### config.mk
export PLATFORM = sky130hd
export DESIGN_NAME = pcl_hist
export DESIGN_NICKNAME = d
export VERILOG_FILES = /design/src/rtl/pcl_pkg.sv /design/src/rtl/pcl_hist.sv
export SDC_FILE = /design/constraint.sdc
export NUM_CORES = 2
export LEC_CHECK = 0
export BUFFER_PORTS_ARGS = -buffer_cell sky130_fd_sc_hd__buf_4
export CAP_MARGIN = 15
export CORE_AREA = 2 2 347 315
export DETAILED_ROUTE_END_ITERATION = 16
export DIE_AREA = 0 0 349 317
export PLACE_DENSITY = 0.53
export SYNTH_ARGS = -nofsm -noshare
export SYNTH_HDL_FRONTEND = slang
export SYNTH_SLANG_ARGS = --single-unit
export TNS_END_PERCENT = 100
### constraint.sdc
create_clock -name clk -period 4.55 [get_ports clk]
set_input_delay 0.455 -clock clk [delete_from_list [all_inputs] [get_ports clk]]
set_output_delay 0.455 -clock clk [all_outputs]
set_load 0.05 [all_outputs]
### src/rtl/pcl_pkg.sv
// ----------------------------------------------------------------------------
// pcl_pkg
// Shared types, constants and helper functions for the packed command list
// checker: opcode table, status and phase codes, saturating arithmetic.
// ----------------------------------------------------------------------------
package pcl_pkg;

    // Histogram size and counter width
    localparam int HIST_ENTRIES = 128;
    localparam int COUNT_BITS   = 16;
    localparam logic [COUNT_BITS-1:0] COUNT_MAX = '1;

    // Vertex opcode range
    localparam logic [7:0] VTX_FIRST = 8'h23;
    localparam logic [7:0] VTX_LAST  = 8'h28;

    // Every opcode with a defined parameter count; all others are unknown
    localparam int NUM_KNOWN = 38;
    localparam logic [7:0] KNOWN_OPS [NUM_KNOWN] = '{
        8'h00, 8'h11, 8'h15, 8'h41,
        8'h10, 8'h12, 8'h13, 8'h14, 8'h20, 8'h21, 8'h22, 8'h24,
        8'h25, 8'h26, 8'h27, 8'h28, 8'h29, 8'h2A, 8'h2B, 8'h30,
        8'h31, 8'h32, 8'h33, 8'h40, 8'h50, 8'h60, 8'h72,
        8'h23, 8'h71,
        8'h1B, 8'h1C, 8'h70,
        8'h1A,
        8'h17, 8'h19,
        8'h16, 8'h18,
        8'h34
    };

    typedef enum logic [1:0] {
        CMD_FEED  = 2'd0,
        CMD_READ  = 2'd1,
        CMD_CLEAR = 2'd2
    } cmd_t;

    typedef enum logic [2:0] {
        ST_ACCEPT  = 3'd0,
        ST_ENDED   = 3'd1,
        ST_UNKNOWN = 3'd2,
        ST_OVERRUN = 3'd3,
        ST_IGNORED = 3'd4
    } status_t;

    typedef enum logic {
        KIND_PACKET = 1'b0,
        KIND_PARAM  = 1'b1
    } kind_t;

    typedef enum logic [1:0] {
        PHASE_OPEN  = 2'd0,
        PHASE_ENDED = 2'd1,
        PHASE_ERROR = 2'd2
    } phase_t;

    typedef struct packed {
        logic       known;
        logic [5:0] words;
    } op_info_t;

    // Histogram update for one transfer
    typedef struct packed {
        logic            clear;
        logic [3:0]      inc;
        logic [3:0][7:0] op;
    } hist_ctl_t;

    // Parameter-word count of an opcode
    function automatic op_info_t op_info(input logic [7:0] op);
        op_info_t r;
        r.known = 1'b1;
        case (op) inside
            8'h00, 8'h11, 8'h15, 8'h41:
                r.words = 6'd0;
            8'h10, 8'h12, 8'h13, 8'h14, 8'h20, 8'h21, 8'h22, 8'h24,
            8'h25, 8'h26, 8'h27, 8'h28, 8'h29, 8'h2A, 8'h2B, 8'h30,
            8'h31, 8'h32, 8'h33, 8'h40, 8'h50, 8'h60, 8'h72:
                r.words = 6'd1;
            8'h23, 8'h71:
                r.words = 6'd2;
            8'h1B, 8'h1C, 8'h70:
                r.words = 6'd3;
            8'h1A:
                r.words = 6'd9;
            8'h17, 8'h19:
                r.words = 6'd12;
            8'h16, 8'h18:
                r.words = 6'd16;
            8'h34:
                r.words = 6'd32;
            default:
            begin
                r.known = 1'b0;
                r.words = 6'd0;
            end
        endcase
        return r;
    endfunction

    // Add up to seven to a counter, holding at the top value
    function automatic logic [COUNT_BITS-1:0] sat_add(input logic [COUNT_BITS-1:0] v,
                                                      input logic [2:0] n);
        logic [COUNT_BITS:0] s;
        s = {1'b0, v} + (COUNT_BITS+1)'(n);
        return (s > {1'b0, COUNT_MAX}) ? COUNT_MAX : s[COUNT_BITS-1:0];
    endfunction

    // Clip a counter to the 16-bit output range
    function automatic logic [15:0] clip16(input logic [COUNT_BITS-1:0] v);
        logic [31:0] w;
        w = 32'(v);
        return (w > 32'h0000_FFFF) ? 16'hFFFF : w[15:0];
    endfunction

endpackage

### src/rtl/pcl_hist.sv
// ----------------------------------------------------------------------------
// pcl_hist
// Per-opcode histogram: one saturating counter cell for each known opcode,
// up to four increments per transfer, a synchronous clear and a query read.
// ----------------------------------------------------------------------------
module pcl_hist
(
    input  logic                              clk,
    input  logic                              rst_n,
    input  pcl_pkg::hist_ctl_t                ctl,
    input  logic [6:0]                        query,
    output logic [pcl_pkg::COUNT_BITS-1:0]    count
);
    import pcl_pkg::*;

    logic [COUNT_BITS-1:0] cell_reg  [NUM_KNOWN];
    logic [COUNT_BITS-1:0] cell_next [NUM_KNOWN];
    logic [2:0]            hits      [NUM_KNOWN];

    // Count matching bytes per cell and work out the next count
    always_comb
    begin
        for (int i = 0; i < NUM_KNOWN; i++)
        begin
            hits[i] = 3'd0;
            for (int b = 0; b < 4; b++)
            begin
                if (ctl.inc[b] && (ctl.op[b] == KNOWN_OPS[i]) &&
                    (int'(KNOWN_OPS[i]) < HIST_ENTRIES))
                begin
                    hits[i] = hits[i] + 3'd1;
                end
            end
            cell_next[i] = ctl.clear ? '0 : sat_add(cell_reg[i], hits[i]);
        end
    end

    // Hold the counts
    always_ff @(posedge clk or negedge rst_n)
    begin
        if (!rst_n)
        begin
            for (int i = 0; i < NUM_KNOWN; i++)
            begin
                cell_reg[i] <= '0;
            end
        end
        else
        begin
            for (int i = 0; i < NUM_KNOWN; i++)
            begin
                cell_reg[i] <= cell_next[i];
            end
        end
    end

    // Select the queried cell; unknown opcodes always read zero
    always_comb
    begin
        count = '0;
        for (int i = 0; i < NUM_KNOWN; i++)
        begin
            if ({1'b0, query} == KNOWN_OPS[i])
            begin
                count = cell_reg[i];
            end
        end
    end

endmodule

==> metrics.yaml <==
route:
  vias: 38700
  drcViolationCount: 0
  vias_per_cell: 5.78
  ant_nets: 0
  drt_wl_total_microns: 159000
  drtIter0Drc: 3667
  routedWlPerCell_microns: 23.8
  first_pass_iters: 6
yosys:
  netlist_instances: 4963
  synthesis.area_sq_um: 42600
  async_flop_share_pct: 100
  synth-seq-cells: 608
  ys_types: 90
  ys_warn_count: 0
  synth-seq-area-share_pct: 35.7
  synth_ff_type: "dfrtp_1"
  synth_nets: 5275
  synth_edf_count: 0
  syn_avg_cell_area_sq_um: 8.58
timing:
  finalMaxSlewViolations: 0
  fmax_mhz: 221
  hold_viol: 0
  rsz0062_at_grt: "no"
  finalClockSkew_ns: 0.0265
  period_minus_slack_ns: 4.53
  tightest_slew_ns: 1.18
  relSlewSlack_pct: 21.3
  finalSetupViolCount: 0
  fin_crit_sh_pct: 99.6
critical_path:
  crit_type: "primary input to output pin"
  worstPathMaxFanout: 29
  cp.arrival_ns: 4.08
  cpMostUsedCell: "buf_4"
  cp_slowest_cell: "a311oi_1"
  cp-start-kind: "primary input"
  cp_slowest_stage_delay_ns: 0.75
  cp.required_ns: 4.09
  crit_chain: "buf_4, or4_1, nor2_1, a22o_1, a31oi_1, buf_4, a311oi_1, a211o_1, nand3_1, buf_4"
  cp-end-kind: "output pin"
  cp_top_family: "simple AND/OR/NAND/NOR gates"
  path_buf_inv: 3
run_status:
  status: "complete, no violations"
cells_and_area:
  largest_reg_flops: 608
  final_common_cell: "a21oi_1"
  layout_common_cells: "627 x a21oi_1, 608 x dfrtp_1, 446 x nor2_1"
  fillers: 10500
  syn2layout_area_growth_pct: 15.9
  layout.nets: 5562
  layoutNonFillerInstCount: 6699
  multiInputGateArea_sq_um: 25400
  drive_gt1_share_pct: 12.3
  finish.utilization_pct: 46.2
  ff_latch_area_sq_um: 15200
grt:
  grt_usage_pct: 28.7
  grt_pass1_vias: 37200
  grt_pass1_wl_microns: 239000
  grt_start_max_net_pins: 123
  antenna_found_initial: 8
  overflow: 0
power_and_ir_drop:
  internal_power_w: 0.00931
  vdd_drop_max_mv: 0.256
  p_leak_nw: 20.9
  power_density_nw_per_um2: 255
  combPwrFrac_pct: 7.4
  p_sw_w: 0.00327
  switching_share_pct: 26.0
  pwr-share-seq_pct: 43.0
  p_clk_share_pct: 49.5
cts:
  clock_latency_ns: 0.68
  clock-sinks: 608
  path_clk_slew_ns: 0.05
  post_cts_buffers: 0
  cts_max_path_buffers: 3
  cts.htree.levels: 3
  cts_root_buf: "clkbuf_16"
  cts_buffers: 76
  tritoncts: "yes"
floorplanning:
  die_h_microns: 317
  start_util_pct: 39.9
  rows: 114
  die-area_sq_um: 111000
  io_pins: 62
  die_w_microns: 349
  core_region_area_sq_um: 107000
place:
  dp_hpwl_microns: 123000
  io_buffers: 61
  dp_cells: 6563
  place.gp.congestion: 1.05
min_path:
  hold_path_class: "primary input to register"
run:
  maxCapViolations: 0
==> metrics by stage <==
stage / hold WS (ns) / setup WS [ns] / TNS, ns / total power (W) / instance area (sq um)
2_1_floorplan: 0.159 / 0.544 / 0 / 0.00589 / 42600
3_3_place_gp: 0.495 / -0.291 / -4.35 / 0.00643 / 46800
3_5_place_dp: 0.498 / -0.289 / -4.45 / 0.00643 / 46800
4_1_cts: 0.335 / 0.157 / 0 / 0.0127 / 49300
5_1_grt: 0.392 / 0.0203 / 0 / 0.0129 / 49400
6_report: 0.356 / 0.0164 / 0 / 0.0126 / 49400
==> power groups by stage <==
stage	combinational, W	clock, W	sequential [W]
CTS	0.000918	0.00635	0.00541
finish	0.000933	0.00623	0.00541
floorplan	0.000381	0	0.00551
detailed placement	0.000914	0	0.00551
global placement	0.000918	0	0.00551
global route	0.000980	0.00655	0.00541
==> logic make-up (layout without fill, tap and decap cells) <==
kind of cell / after synthesis / count (layout) / share of synthesized area, %
compound gates: 1189 / 1189 / 16.7
xor+xnor: 543 / 543 / 11.2
fa+ha+maj: 266 / 266 / 8.49
buf+inv: 506 / 847 / 4.76
flops: 608 / 608 / 35.7
mux: 119 / 119 / 3.00
other cells: 0 / 3 / 0
simple gates: 1732 / 1732 / 20.1
==> cell usage after synthesis (9+ instances only) <==
cell type	n	area share, %
o2111ai_1	26	0.53
nand3_1	223	2.6
o22a_1	10	0.21
o21ai_1	13	0.15
a221oi_1	11	0.23
and3_1	75	1.1
nand2b_1	39	0.57
xor2_1	255	5.2
clkbuf_1	162	1.4
nor2_1	446	3.9
or3_1	16	0.24
a22oi_1	22	0.39
a21o_1	44	0.78
nor4_1	15	0.22
nand2_1	437	3.9
o22ai_1	75	1.1
nand4_1	111	1.6
inv_1	284	2.5
xnor2_1	288	5.9
mux2_2	50	1.3
nor3b_1	27	0.48
ha_1	228	6.7
a31o_2	13	0.27
o21ai_0	144	1.7
a31oi_1	20	0.29
nor2b_1	100	1.5
and3b_1	16	0.33
nand3b_1	17	0.30
a21oi_1	627	7.4
a222oi_1	9	0.21
o211ai_1	18	0.32
a211oi_1	43	0.76
fa_1	38	1.8
a221o_1	10	0.24
nor3_1	112	1.3
o221ai_1	22	0.45
o2bb2ai_1	10	0.21
and4_1	11	0.23
a22o_1	11	0.23
mux2i_1	67	1.6
buf_2	41	0.48
dfrtp_1	608	36
and2_1	23	0.34
==> layout make-up <==
class | count | area share, %
clock buffers | 106 | 4.56
clock inverters | 26 | 0.510
multi-input cells | 3849 | 51.4
inverters | 285 | 2.17
diodes | 3 | 0.0152
repair buffers | 430 | 7.01
well taps | 1392 | 3.53
flip-flops and latches | 608 | 30.8
==> final timing paths <==
check | from | endpoint | slack, ns | cells after the start
max | query[0] | count[10] | 0.02 | 10
min | ctl[36] | cell_reg[495]$_DFF_PN0_ | 0.36 | 2
max reg2reg | cell_reg[480]$_DFF_PN0_ | cell_reg[481]$_DFF_PN0_ | 1.97 | 10
min reg2reg | cell_reg[158]$_DFF_PN0_ | cell_reg[158]$_DFF_PN0_ | 0.51 | 1
max in group asynchronous | rst_n | cell_reg[255]$_DFF_PN0_ | 2.92 | 3
min in group asynchronous | rst_n | cell_reg[363]$_DFF_PN0_ | 0.41 | 2
==> layer usage <==
layer / vias to the layer above / routed length (microns) / track usage [%]
met5: - / 36 / 0
met2: 1337 / 65500 / 40.8
met1: 19100 / 75900 / 43.4
met3: 209 / 13800 / 6.42
li1: 18000 / - / -
met4: 6 / 4170 / 7.26
==> what timing repair did <==
item,4_1_cts,5_1_grt
endpoints found under the setup margin,0,2
endpoints found under the hold margin,84,0
resized for setup,0,1
hold buffers,1,0
No activity file was read; power rests on OpenSTA's default activity.
